[src/rtl/core/assert_macros.svh]
// assertion helpers shared by the hpack parser rtl
// no dependencies; included by files that carry concurrent checks
`ifndef ASSERT_MACROS_SVH
`define ASSERT_MACROS_SVH

// property must hold at every clock edge outside reset
`define HFRP_ASSERT(lbl, clk, rst_n, prop) \
	lbl: assert property (@(posedge clk) disable iff (!rst_n) (prop)) \
		else $error("hfrp assertion failed");

// consequent must hold in the cycle after the antecedent
`define HFRP_ASSERT_NEXT(lbl, clk, rst_n, ante, cons) \
	lbl: assert property (@(posedge clk) disable iff (!rst_n) (ante) |=> (cons)) \
		else $error("hfrp assertion failed");

`endif

[src/rtl/core/hfrp_pkg.sv]
// shared types and codes for the hpack field representation parser
// no dependencies; imported by hfrp_parse and the top level module
`default_nettype none

package hfrp_pkg;

	// result event codes
	localparam logic [1:0] EV_INT   = 2'd0;
	localparam logic [1:0] EV_STR   = 2'd1;
	localparam logic [1:0] EV_EMPTY = 2'd2;
	localparam logic [1:0] EV_ERR   = 2'd3;

	// representation kinds
	localparam logic [2:0] KIND_INDEXED = 3'd0;
	localparam logic [2:0] KIND_INCR    = 3'd1;
	localparam logic [2:0] KIND_SIZE    = 3'd2;
	localparam logic [2:0] KIND_NOIDX   = 3'd3;
	localparam logic [2:0] KIND_NEVER   = 3'd4;

	// prefix masks of the first byte and of the string length
	localparam logic [6:0] MASK_7 = 7'h7F;
	localparam logic [6:0] MASK_6 = 7'h3F;
	localparam logic [6:0] MASK_5 = 7'h1F;
	localparam logic [6:0] MASK_4 = 7'h0F;

	// continuation shift handling
	localparam logic [5:0] SHIFT_STEP  = 6'd7;
	localparam logic [4:0] SHIFT_SAT   = 5'd31;
	localparam logic [4:0] SHIFT_LIMIT = 5'd28;

	// everything of a result word except the integer value
	typedef struct packed {
		logic [1:0] event_res;
		logic [2:0] repr_kind;
		logic [7:0] data_byte;
		logic       in_value;
		logic       huffman;
		logic       field_done;
	} res_meta_t;

endpackage

`default_nettype wire

[src/rtl/core/hfrp_if.sv]
// valid/ready channel interfaces for header bytes and parse results
// depends on nothing; used by the top level ports
`default_nettype none

interface hfrp_byte_if;
	logic       valid;
	logic       ready;
	logic [7:0] in_byte;
	logic       block_end;

	modport source (output valid, output in_byte, output block_end, input ready);
	modport sink   (input valid, input in_byte, input block_end, output ready);
endinterface

interface hfrp_res_if #(
	parameter int INT_BITS = 28
);
	logic                valid;
	logic                ready;
	logic [1:0]          event_res;
	logic [2:0]          repr_kind;
	logic [INT_BITS-1:0] int_value;
	logic [7:0]          data_byte;
	logic                in_value;
	logic                huffman;
	logic                field_done;

	modport source (output valid, output event_res, output repr_kind, output int_value,
		output data_byte, output in_value, output huffman, output field_done,
		input ready);
	modport sink   (input valid, input event_res, input repr_kind, input int_value,
		input data_byte, input in_value, input huffman, input field_done,
		output ready);
endinterface

`default_nettype wire

[src/rtl/core/hfrp_parse.sv]
// parse state machine: one header byte per step, at most one result word
// depends on hfrp_pkg and assert_macros.svh
`default_nettype none
`include "assert_macros.svh"

module hfrp_parse import hfrp_pkg::*; #(
	parameter int INT_BITS = 28
) (
	input  wire logic                clk,
	input  wire logic                arst_n,
	input  wire logic                step,
	input  wire logic [7:0]          hdr_byte,
	input  wire logic                blk_end,
	output logic                     res_valid,
	output res_meta_t                res_meta,
	output logic [INT_BITS-1:0]      res_int
);

	localparam logic [2:0] PH_FIRST     = 3'd0;
	localparam logic [2:0] PH_IDX_CONT  = 3'd1;
	localparam logic [2:0] PH_LEN_FIRST = 3'd2;
	localparam logic [2:0] PH_LEN_CONT  = 3'd3;
	localparam logic [2:0] PH_DATA      = 3'd4;
	localparam logic [2:0] PH_DRAIN     = 3'd5;

	localparam int SUM_W = INT_BITS + 39 - INT_BITS + 1;

	logic [2:0]          phase_q, phase_n;
	logic [INT_BITS-1:0] acc_q, acc_n;
	logic [4:0]          shift_q, shift_n;
	logic [INT_BITS-1:0] left_q, left_n;
	logic [2:0]          kind_q, kind_n;
	logic                huff_q, huff_n;
	logic                inval_q, inval_n;

	// continuation byte arithmetic
	logic [6:0]          chunk;
	logic [SUM_W-1:0]    cont_sum;
	logic                cont_ovf;
	logic [5:0]          shift_inc;
	logic [4:0]          shift_adv;

	logic [6:0]          mask;
	logic                idx_done, len_done, str_done, err, draining, last;
	logic [INT_BITS-1:0] idx_val, len_val;

	assign chunk     = hdr_byte[6:0];
	assign cont_sum  = SUM_W'(acc_q) + (SUM_W'(chunk) << shift_q);
	assign cont_ovf  = (chunk != 7'd0) &&
		(({1'b0, shift_q} >= 6'(INT_BITS)) || (shift_q > SHIFT_LIMIT) ||
		(cont_sum[SUM_W-1:INT_BITS] != '0));
	assign shift_inc = {1'b0, shift_q} + SHIFT_STEP;
	assign shift_adv = (shift_inc > {1'b0, SHIFT_SAT}) ? SHIFT_SAT : shift_inc[4:0];
	assign last      = (left_q <= INT_BITS'(1));

	// next state and result for the byte at hand
	always_comb begin
		phase_n   = phase_q;
		acc_n     = acc_q;
		shift_n   = shift_q;
		left_n    = left_q;
		kind_n    = kind_q;
		huff_n    = huff_q;
		inval_n   = inval_q;
		res_valid = 1'b0;
		res_meta  = '0;
		res_int   = '0;
		mask      = MASK_7;
		idx_done  = 1'b0;
		len_done  = 1'b0;
		str_done  = 1'b0;
		err       = 1'b0;
		draining  = 1'b0;
		idx_val   = '0;
		len_val   = '0;

		unique case (phase_q)
			PH_FIRST: begin
				if (hdr_byte[7]) begin
					kind_n = KIND_INDEXED;
					mask   = MASK_7;
				end else if (hdr_byte[6]) begin
					kind_n = KIND_INCR;
					mask   = MASK_6;
				end else if (hdr_byte[5]) begin
					kind_n = KIND_SIZE;
					mask   = MASK_5;
				end else if (hdr_byte[4]) begin
					kind_n = KIND_NEVER;
					mask   = MASK_4;
				end else begin
					kind_n = KIND_NOIDX;
					mask   = MASK_4;
				end
				huff_n  = 1'b0;
				inval_n = 1'b0;
				if ((chunk & mask) != mask) begin
					idx_done = 1'b1;
					idx_val  = INT_BITS'(chunk & mask);
				end else begin
					acc_n   = INT_BITS'(mask);
					shift_n = '0;
					phase_n = PH_IDX_CONT;
				end
			end
			PH_IDX_CONT, PH_LEN_CONT: begin
				if (cont_ovf) begin
					err = 1'b1;
				end else begin
					if (chunk != 7'd0) acc_n = cont_sum[INT_BITS-1:0];
					if (hdr_byte[7]) begin
						shift_n = shift_adv;
					end else if (phase_q == PH_IDX_CONT) begin
						idx_done = 1'b1;
						idx_val  = acc_n;
					end else begin
						len_done = 1'b1;
						len_val  = acc_n;
					end
				end
			end
			PH_LEN_FIRST: begin
				huff_n = hdr_byte[7];
				if (chunk != MASK_7) begin
					len_done = 1'b1;
					len_val  = INT_BITS'(chunk);
				end else begin
					acc_n   = INT_BITS'(MASK_7);
					shift_n = '0;
					phase_n = PH_LEN_CONT;
				end
			end
			PH_DATA: begin
				res_valid           = 1'b1;
				res_meta.event_res  = EV_STR;
				res_meta.repr_kind  = kind_q;
				res_meta.data_byte  = hdr_byte;
				res_meta.in_value   = inval_q;
				res_meta.huffman    = huff_q;
				res_meta.field_done = last && inval_q;
				left_n   = last ? '0 : left_q - INT_BITS'(1);
				str_done = last;
			end
			PH_DRAIN: begin
				draining = 1'b1;
				if (blk_end) phase_n = PH_FIRST;
			end
			default: begin
				phase_n = PH_FIRST;
			end
		endcase

		// integer of the first byte finished
		if (idx_done) begin
			res_valid          = 1'b1;
			res_meta.event_res = EV_INT;
			res_meta.repr_kind = kind_n;
			res_int            = idx_val;
			if (kind_n == KIND_INDEXED || kind_n == KIND_SIZE) begin
				res_meta.field_done = 1'b1;
				phase_n             = PH_FIRST;
			end else begin
				inval_n = (idx_val != '0);
				phase_n = PH_LEN_FIRST;
			end
		end

		// string length finished
		if (len_done) begin
			if (len_val == '0) begin
				res_valid           = 1'b1;
				res_meta.event_res  = EV_EMPTY;
				res_meta.repr_kind  = kind_n;
				res_meta.in_value   = inval_n;
				res_meta.huffman    = huff_n;
				res_meta.field_done = inval_n;
				str_done            = 1'b1;
			end else begin
				left_n  = len_val;
				phase_n = PH_DATA;
			end
		end

		// name string is followed by the value string
		if (str_done) begin
			if (inval_n) begin
				phase_n = PH_FIRST;
			end else begin
				inval_n = 1'b1;
				phase_n = PH_LEN_FIRST;
			end
		end

		// overflow or block cut short mid-field
		if (err || (!draining && blk_end && phase_n != PH_FIRST)) begin
			res_valid          = 1'b1;
			res_meta           = '0;
			res_meta.event_res = EV_ERR;
			res_meta.repr_kind = kind_n;
			res_int            = '0;
			phase_n            = (err && !blk_end) ? PH_DRAIN : PH_FIRST;
		end

		if (!step) res_valid = 1'b0;
	end

	// parse state
	always_ff @(posedge clk or negedge arst_n) begin
		if (!arst_n) begin
			phase_q <= PH_FIRST;
			acc_q   <= '0;
			shift_q <= '0;
			left_q  <= '0;
			kind_q  <= KIND_INDEXED;
			huff_q  <= 1'b0;
			inval_q <= 1'b0;
		end else if (step) begin
			phase_q <= phase_n;
			acc_q   <= acc_n;
			shift_q <= shift_n;
			left_q  <= left_n;
			kind_q  <= kind_n;
			huff_q  <= huff_n;
			inval_q <= inval_n;
		end
	end

	`HFRP_ASSERT_NEXT(a_end_restarts, clk, arst_n, step && blk_end, phase_q == PH_FIRST)
	`HFRP_ASSERT_NEXT(a_err_leaves_field, clk, arst_n,
		res_valid && res_meta.event_res == EV_ERR,
		phase_q == PH_FIRST || phase_q == PH_DRAIN)
	`HFRP_ASSERT(a_data_has_bytes, clk, arst_n, phase_q != PH_DATA || left_q != '0)

endmodule

`default_nettype wire

[src/rtl/core/hfrp_obuf.sv]
// two-entry result buffer that decouples the parser from the result channel
// depends on assert_macros.svh
`default_nettype none
`include "assert_macros.svh"

module hfrp_obuf #(
	parameter int W = 16
) (
	input  wire logic         clk,
	input  wire logic         arst_n,
	input  wire logic         push,
	input  wire logic [W-1:0] din,
	output logic              room,
	output logic              valid,
	input  wire logic         ready,
	output logic [W-1:0]      dout
);

	logic [W-1:0] mem_q [2];
	logic         wr_ptr_q, rd_ptr_q;
	logic [1:0]   cnt_q;
	logic         pop;

	assign room  = (cnt_q != 2'd2);
	assign valid = (cnt_q != 2'd0);
	assign pop   = valid && ready;
	assign dout  = mem_q[rd_ptr_q];

	// storage
	always_ff @(posedge clk) begin
		if (push) mem_q[wr_ptr_q] <= din;
	end

	// pointers and fill count
	always_ff @(posedge clk or negedge arst_n) begin
		if (!arst_n) begin
			wr_ptr_q <= 1'b0;
			rd_ptr_q <= 1'b0;
			cnt_q    <= 2'd0;
		end else begin
			if (push) wr_ptr_q <= ~wr_ptr_q;
			if (pop)  rd_ptr_q <= ~rd_ptr_q;
			cnt_q <= cnt_q + {1'b0, push} - {1'b0, pop};
		end
	end

	`HFRP_ASSERT(a_no_push_when_full, clk, arst_n, !push || cnt_q != 2'd2)

endmodule

`default_nettype wire

[src/rtl/core/hpack_field_representation_parser.sv]
// HPACK field representation parser, one header byte per cycle.
// A result word shows on res once the input stage has loaded its byte at acceptance
// and the parse step has written the word into the result buffer. Throughput: 1
// byte per cycle; bytes yielding no result still take one step; a full result
// buffer holds the input.
// Reset (arst_n low) returns to awaiting a first byte and empties both stages.
`default_nettype none

module hpack_field_representation_parser import hfrp_pkg::*; #(
	parameter int INT_BITS = 28
) (
	input  wire logic  clk,
	input  wire logic  arst_n,
	hfrp_byte_if.sink  hdr,
	hfrp_res_if.source res
);

	localparam int RES_W = $bits(res_meta_t) + INT_BITS;

	logic                valid_s1;
	logic [7:0]          byte_s1;
	logic                end_s1;
	logic                room;
	logic                step;
	logic                res_valid;
	res_meta_t           res_meta;
	logic [INT_BITS-1:0] res_int;
	logic [RES_W-1:0]    buf_dout;
	res_meta_t           out_meta;

	assign step      = valid_s1 && room;
	assign hdr.ready = !valid_s1 || room;

	// input stage
	always_ff @(posedge clk or negedge arst_n) begin
		if (!arst_n) begin
			valid_s1 <= 1'b0;
		end else if (hdr.ready) begin
			valid_s1 <= hdr.valid;
		end
	end

	always_ff @(posedge clk) begin
		if (hdr.valid && hdr.ready) begin
			byte_s1 <= hdr.in_byte;
			end_s1  <= hdr.block_end;
		end
	end

	hfrp_parse #(
		.INT_BITS (INT_BITS)
	) u_parse (
		.clk       (clk),
		.arst_n    (arst_n),
		.step      (step),
		.hdr_byte  (byte_s1),
		.blk_end   (end_s1),
		.res_valid (res_valid),
		.res_meta  (res_meta),
		.res_int   (res_int)
	);

	hfrp_obuf #(
		.W (RES_W)
	) u_obuf (
		.clk    (clk),
		.arst_n (arst_n),
		.push   (res_valid),
		.din    ({res_meta, res_int}),
		.room   (room),
		.valid  (res.valid),
		.ready  (res.ready),
		.dout   (buf_dout)
	);

	// unpack the result word onto the channel
	assign out_meta       = buf_dout[RES_W-1:INT_BITS];
	assign res.int_value  = buf_dout[INT_BITS-1:0];
	assign res.event_res  = out_meta.event_res;
	assign res.repr_kind  = out_meta.repr_kind;
	assign res.data_byte  = out_meta.data_byte;
	assign res.in_value   = out_meta.in_value;
	assign res.huffman    = out_meta.huffman;
	assign res.field_done = out_meta.field_done;

endmodule

`default_nettype wire
[src/flat_wrapper.sv]
// flat-port wrapper written by rule: the top's interface ports become plain ports
module hpack_field_representation_parser_flat import hfrp_pkg::*;
#(
	parameter int INT_BITS = 28
)
  (clk, arst_n, hdr_valid, hdr_in_byte, hdr_block_end, hdr_ready, res_valid, res_event_res, res_repr_kind, res_int_value, res_data_byte, res_in_value, res_huffman, res_field_done, res_ready);
  hfrp_byte_if hdr_i ();
  hfrp_res_if #(.INT_BITS(INT_BITS)) res_i ();
  input  wire logic clk;
  input  wire logic arst_n;
  input wire logic [$bits(hdr_i.valid)-1:0] hdr_valid;
  input wire logic [$bits(hdr_i.in_byte)-1:0] hdr_in_byte;
  input wire logic [$bits(hdr_i.block_end)-1:0] hdr_block_end;
  output wire logic [$bits(hdr_i.ready)-1:0] hdr_ready;
  output wire logic [$bits(res_i.valid)-1:0] res_valid;
  output wire logic [$bits(res_i.event_res)-1:0] res_event_res;
  output wire logic [$bits(res_i.repr_kind)-1:0] res_repr_kind;
  output wire logic [$bits(res_i.int_value)-1:0] res_int_value;
  output wire logic [$bits(res_i.data_byte)-1:0] res_data_byte;
  output wire logic [$bits(res_i.in_value)-1:0] res_in_value;
  output wire logic [$bits(res_i.huffman)-1:0] res_huffman;
  output wire logic [$bits(res_i.field_done)-1:0] res_field_done;
  input wire logic [$bits(res_i.ready)-1:0] res_ready;
  assign hdr_i.valid = hdr_valid;
  assign hdr_i.in_byte = hdr_in_byte;
  assign hdr_i.block_end = hdr_block_end;
  assign hdr_ready = hdr_i.ready;
  assign res_valid = res_i.valid;
  assign res_event_res = res_i.event_res;
  assign res_repr_kind = res_i.repr_kind;
  assign res_int_value = res_i.int_value;
  assign res_data_byte = res_i.data_byte;
  assign res_in_value = res_i.in_value;
  assign res_huffman = res_i.huffman;
  assign res_field_done = res_i.field_done;
  assign res_i.ready = res_ready;
  hpack_field_representation_parser #(.INT_BITS(INT_BITS)) u_core (.clk(clk), .arst_n(arst_n), .hdr(hdr_i), .res(res_i));
endmodule
[config.mk]
export PLATFORM = sky130hd
export DESIGN_NAME = hpack_field_representation_parser_flat
export DESIGN_NICKNAME = d
export VERILOG_FILES = /design/src/rtl/core/hfrp_pkg.sv /design/src/rtl/core/hfrp_if.sv /design/src/rtl/core/hfrp_parse.sv /design/src/rtl/core/hfrp_obuf.sv /design/src/rtl/core/hpack_field_representation_parser.sv /design/src/flat_wrapper.sv
export VERILOG_INCLUDE_DIRS = /design/src /design/src/rtl/core
export SDC_FILE = /design/constraint.sdc
export NUM_CORES = 1
export LEC_CHECK = 0
export BUFFER_PORTS_ARGS = -buffer_cell sky130_fd_sc_hd__clkbuf_2
export CORE_UTILIZATION = 50
export CTS_CLUSTER_DIAMETER = 30
export DETAILED_ROUTE_END_ITERATION = 10
export HOLD_SLACK_MARGIN = 0.08
export PLACE_DENSITY = 0.79
export SLEW_MARGIN = 5
export SYNTH_ARGS = -nofsm -noshare
export SYNTH_HDL_FRONTEND = slang
export SYNTH_HIERARCHICAL = 1
export SYNTH_SLANG_ARGS = --single-unit
[constraint.sdc]
create_clock -name clk -period 9 [get_ports clk]
set_input_delay 0.45 -clock clk [delete_from_list [all_inputs] [get_ports clk]]
set_output_delay 0.45 -clock clk [all_outputs]
set_load 0.005 [all_outputs]
; Word level (Yosys, flattened, before mapping)
; Memory sizes are Yosys's and may differ from the RTL's.
; Cells that the tools add are included.
; W data, S select, Z words.
[op_classes]
n_addsub = 5
n_lt_le_gt_ge = 4
n_eq_ne = 13
n_shift = 1
mux = 86
n_bitwise = 4
reduce_logical = 29
[op_table]
columns = op, n
row1 = $mux W28, 16
row2 = $pmux W28 S2, 2
row3 = $pmux W28 S3, 1
row4 = $mux W3, 16
row5 = $mux W5, 9
row6 = $add A28 B40 Y40, 1
row7 = $shl A7 B5 Y40, 1
row8 = $le A28 B1 Y1 const B, 1
row9 = $logic_not A28 Y1, 1
row10 = $mux W1, 28
row11 = $mux W7, 4
row12 = $reduce_bool A28 Y1, 1
row13 = $sub A28 B1 Y28 const B, 1
row14 = $mux W16, 1
row15 = $mux W15, 1
row16 = $pmux W5 S3, 1
row17 = $and A7 B7 Y7, 2
row18 = $pmux W3 S4, 1
row19 = $reduce_bool A12 Y1, 1
row20 = $eq A3 B2 Y1 const B, 3
row21 = $logic_and A1 B1 Y1, 8
row22 = $ne A2 B2 Y1 const B, 4
row23 = $ne A7 B7 Y1, 1
row24 = $ne A7 B7 Y1 const B, 1
row25 = 23 further kinds, 36
[word_totals]
register_bits = 83
ramBits = 88
inputBits = 13
output_inout_bits = 46
word_cells = 156
n_memories = 1
[memory_table]
columns = name, words, width, read_ports, rd_clocked_by_memory_dff, wr, line_no
row1 = u_core.u_obuf.mem_q, 2, 44, 1, 0, 1, hfrp_obuf.sv:19  ; logic [W-1:0] mem_q [2];

; Depth between registers and ports, before layout
[logic_depth]
word_depth = 20
depth_mapped = 24
mapped_depth_nobuf = 23

; Hierarchy
; The synthesis kept the hierarchy.
[by_module_without_submodules]
columns = module, instances, cells_each, area_per_inst_um2, seq_area_each_um2
row1 = hfrp_parse, 1, 1021, 7539.7, 1726.7
row2 = hfrp_obuf, 1, 154, 3573.4, 2742.6
row3 = hpack_field_representation_parser, 1, 14, 330.3, 295.3

; Worst setup path before layout
; Ideal clock, no wire load.
[synth_path]
kind = reg2reg
startpoint = reg u_core.u_parse.shift_q[1]
endpoint = mem u_core/u_obuf/mem_q[0][0] (netlist bit) (enable)
setup_time_ps = 451
arrival_ps = 6481
slack_ps = 2068
stages_incl_launch_ff = 23
cell_sequence = dfrtp_1 > buf_4 > mux2_2 > mux2i_1 > nor2_1 > nor2_1 > nor2_1 > a21oi_1 > nor2_1 > ha_1 > a21oi_2 > o21ai_1 > a31oi_1 > a2111oi_0 > or3b_1 > xor2_1 > o31a_1 > nor4_2 > nand4_1 > a221oi_1 > nor4_2 > a21oi_1 > nor2b_1
[synth_via]
elab_chain_len = 19
word_cells_on_any_way = 44
cone_classes = add/sub: 1 / order compare: 2 / shift: 1 / mux: 31 / reduce/logical: 9
[synth_rtl]
columns = element, line_no
row1 = start: declaration, hfrp_parse.sv:30  ; logic [4:0] shift_q, shift_n;
row2 = start signal: assignment, hfrp_parse.sv:220  ; shift_q <= shift_n;
row3 = $shl A7 B5 Y40, hfrp_parse.sv:48  ; assign cont_sum = SUM_W'(acc_q) + (SUM_W'(chunk) << shift_q);
row4 = $add A28 B40 Y40, hfrp_parse.sv:48
row5 = $reduce_bool A12 Y1 or $mux W28 (tied branches), "hfrp_parse.sv:51, hfrp_parse.sv:110"
row6 = $logic_or A1 B1 Y1 or $mux W28 (tied branches), "hfrp_parse.sv:50, hfrp_parse.sv:113"
row7 = $logic_and A1 B1 Y1 or $mux W28 (tied branches), "hfrp_parse.sv:49, hfrp_parse.sv:111"
row8 = $mux W28, hfrp_parse.sv:107  ; if (cont_ovf) begin
row9 = $pmux W28 S2, hfrp_parse.sv:77  ; unique case (phase_q)
row10 = $reduce_bool A28 Y1, hfrp_parse.sv:163  ; inval_n = (idx_val != '0);
row11 = [... 4 more ...], --
row12 = $reduce_bool A3 Y1, hfrp_parse.sv:195  ; if (err || (!draining && blk_end && phase_n != PH_FIRST)) begin
row13 = $logic_and A1 B1 Y1, hfrp_parse.sv:195
row14 = $logic_or A1 B1 Y1, hfrp_parse.sv:195
row15 = $mux W1 *, hfrp_parse.sv:195
row16 = $mux W1 *, hfrp_parse.sv:204  ; if (!step) res_valid = 1'b0;
row17 = via u_core.res_valid, hpack_field_representation_parser.sv:25  ; logic res_valid;
row18 = $mux W1 *, hfrp_obuf.sv:31  ; if (push) mem_q[wr_ptr_q] <= din;
row19 = $mux W1 (not written as such) *, hfrp_obuf.sv:31
row20 = end: declaration, hfrp_obuf.sv:19
; Mark *: on every way through the listed nets, which the timed path passes. The rest lies on a longest branch.

; Worst setup path in the final report
[layout_path]
startpoint = reg u_core.u_parse.shift_q[1]
endpoint = mem u_core/u_obuf/mem_q[1][10] (netlist bit) (enable)
; The elaborated chain is that of the path after synthesis.

==> results.json <==
{
  "arrival_ps": 7260,
  "path_max_fanout": 44,
  "grt_first_pass_wirelength_um": 50900,
  "critPathRequiredTime_ps": 9050,
  "initial_utilization_pct": 51.6,
  "synth_area_um2": 11400,
  "setup.worst_path.class": "reg -> reg",
  "dr.pass1.iters": 6,
  "synthTopCellsByCount": "143 x nand2_1, 102 x nor2_1, 97 x edfxtp_1",
  "cts_resized": 0,
  "drive_gt1_share_pct": 18.1,
  "path_clk_slew_ps": 80,
  "cp_slowest_stage_delay_ps": 910,
  "synth.area.top_cells": "edfxtp_1 25%, dfrtp_1 16%, mux2_4 5.2%",
  "start_kind": "register",
  "post_dp_cell_area_um2": 11800,
  "root_buffer": "clkbuf_16",
  "post_cts_buffers": 0,
  "hold_class": "in -> async",
  "coreArea_um2": 22200,
  "fin_worst_skew_ps": 19.5,
  "grt_max_degree": 75,
  "hpwl_um": 23400,
  "slew_headroom_pct": 29.5,
  "fin_crit_ps": 7210,
  "die_w_um": 153,
  "synth_area_per_cell_um2": 9.62,
  "reg2reg_slack_ps": 1790,
  "worst-r2r-cell-count": 20,
  "rr_endpoint": "u_core/u_obuf/mem_q[1][10]",
  "yosys_warnings": 6,
  "worstReg2RegStart": "u_core/u_parse/shift_q[1]",
  "setup_tns_ps": 0,
  "yosysMostFrequentCell": "nand2_1",
  "cpMaxStageDelayCell": "and2_2",
  "worstSetupEndpointType": "register",
  "h-tree-depth": 4,
  "final-hold-violation-count": 0,
  "p_leak_nw": 4.98,
  "grt_overflow": 0,
  "final_area_um2": 12400,
  "clock_sinks": 171,
  "cp_cell_sequence": "mux2_2 > mux2i_1 > nor2_1 > nor2_1 > nor2_1 > a21oi_1 > nor2_1 > ha_1 > o211ai_1 > o21ai_1 > a31oi_1 > o31ai_1 > o211a_1 > nand4_1 > nor4_2 > nand4_1 > a221oi_1 > nor4_2 > a21oi_1 > and2_2",
  "cpMostUsedCell": "nor2_1",
  "viasPerCell": 6.46,
  "hold_buffers": 0,
  "worstSetupEndpoint": "u_core/u_obuf/mem_q[1][10]",
  "yosysTopAreaCellShare_pct": 25.5,
  "top_layer": "met4",
  "ys_async_sr_fraction_pct": 43.3,
  "peakVddDrop_mv": 0.181,
  "crit_path_start": "u_core/u_parse/shift_q[1]",
  "synth_fp_nets": 1237,
  "dieArea_um2": 23500,
  "vias": 9661,
  "synth_edf_count": 97,
  "fin_crit_sh_pct": 80.1,
  "met2_length_um": 14200,
  "wl_met1_um": 14000,
  "ant_nets": 0,
  "gp_congestion": 0.995,
  "antenna_found_initial": 1,
  "dr_wl_met3_um": 3160,
  "syn_to_final_growth_pct": 8.18,
  "die_h_um": 153,
  "rows": 54,
  "rsz0062_at_grt": "false",
  "ys_ff_latch": 171,
  "grt_pass1_vias": 9023,
  "drv_cap": 0,
  "drv_slew": 0,
  "max_freq_ghz": 0.139,
  "setup_viol": 0,
  "ios": 59,
  "diodes": 0,
  "clock_latency_ps": 440,
  "drc": 0,
  "drtIter0Drc": 1271,
  "wire_per_inst_um": 21.7,
  "status": "finished, final reports clean",
  "cts_buffers": 17,
  "synth_cell_types": 95,
  "grtUsageTotal_pct": 28.1,
  "cts_tree": "done",
  "power.total_mw": 4.83,
  "place.port_buffers": 58,
  "synth_top_cell_by_area": "edfxtp_1",
  "synth_ff_type": "edfxtp_1",
  "seq_area_frac_synth_pct": 41.6,
  "synth_cells": 1189,
  "clk_path_buf_depth": 2,
  "wirelength_um": 32500,
  "p_per_area_nw_per_um2": 390,
  "nNetsFinal": 1251,
  "worst_slew_pin_slew_ps": 1060
}
## layout make-up
type	instances	area (µm²)
Fill cell	1933	9780
Timing Repair Buffer	73	405
Clock buffer	17	425
Sequential cell	171	4770
Multi-Input combinational cell	918	6180
Inverter	22	82.6
Clock inverter	15	166
Tap cell	280	350
## through the flow
| stage | util [%] | worst slack [ps] | instances | hold WS [ps] |
|---|---|---|---|---|
| after floorplan | - | 2070 | 1189 | 154 |
| after global placement | 53.2 | 2060 | 1464 | 474 |
| after detailed placement | 53.2 | 1930 | 1464 | 478 |
| after CTS | 55.9 | 1900 | 1496 | 165 |
| after global routing | 55.9 | 1160 | 1496 | 165 |
| final | 55.9 | 1790 | 1496 | 178 |
## worst min path at each step
stage / from / depth (start not counted) / end / slack [ps]
after global routing: hdr_in_byte[3] / 1 / u_core/byte_s1[3] / 170
after detailed placement: u_core/u_parse/left_q[14] / 1 / u_core/u_parse/left_q[14] / 480
after global placement: u_core/u_parse/left_q[27] / 1 / u_core/u_parse/left_q[27] / 470
after CTS: hdr_in_byte[3] / 1 / u_core/byte_s1[3] / 160
after floorplan: arst_n / 0 / u_core/u_obuf/cnt_q[0] / 150
final: arst_n / 1 / u_core/u_parse/phase_q[0] / 180
## critical path, delay by kind of cell (launching register included)
kind / cells / cell delay, ps
AOI/OAI and AO/OA: 8 / 2750
and+or+nand+nor: 9 / 2200
adders and majority gates: 1 / 430
muxes: 2 / 700
DFF: 1 / 710
## where the power goes
group          switching, mW  internal, mW
Clock                  0.364         0.375
Sequential             0.233          1.18
Combinational           1.68          1.00
Total                   2.27          2.55
## cells in the final DEF, fill, tap and decap left out, drive strengths merged, types with 9 or more instances in the layout
cell type,count
a21o,12
buf,16
dfrtp,74
a31oi,12
or3,17
o211ai,12
nor3,53
mux2,57
nand2b,14
edfxtp,97
a21oi,69
a22o,23
o21ai,102
and3,15
o22ai,24
nand3,27
ha,34
nor2,102
inv,30
xnor2,17
a22oi,14
and2,13
nand4,13
nor2b,13
xor2,10
nand2,144
clkbuf,74
o31ai,9
## state kept, by name, indices dropped and copies added, names as in the netlist
| register | flops |
|---|---|
| u_core/u_obuf/mem_q | 88 |
| u_core/u_parse/acc_q | 28 |
| u_core/u_parse/left_q | 28 |
| u_core/byte_s1 | 8 |
| u_core/u_parse/shift_q | 5 |
| u_core/u_parse/kind_q | 3 |
| u_core/u_parse/phase_q | 3 |
| u_core/u_obuf/cnt_q | 2 |
| u_core/end_s1 | 1 |
| u_core/u_obuf/rd_ptr_q | 1 |
| u_core/u_obuf/wr_ptr_q | 1 |
| u_core/u_parse/huff_q | 1 |
| u_core/u_parse/inval_q | 1 |
| u_core/valid_s1 | 1 |
## cell families (layout without fill, tap and decap cells)
group,count (synthesis),count (layout),synth area share (%)
compound gates,343,343,20.0
xor+xnor,27,27,2.07
fa+ha+maj,36,36,3.98
buf+inv,100,127,4.45
flops,171,171,41.6
mux,66,66,7.93
simple gates,446,446,20.0
## routing by layer
layer	up-vias	GRT usage [%]
li1	4460	-
met1	4633	38.8
met2	482	41.6
met3	86	6.95
met4	0	12.9
met5	-	0
(Power assumes the default switching activity.)
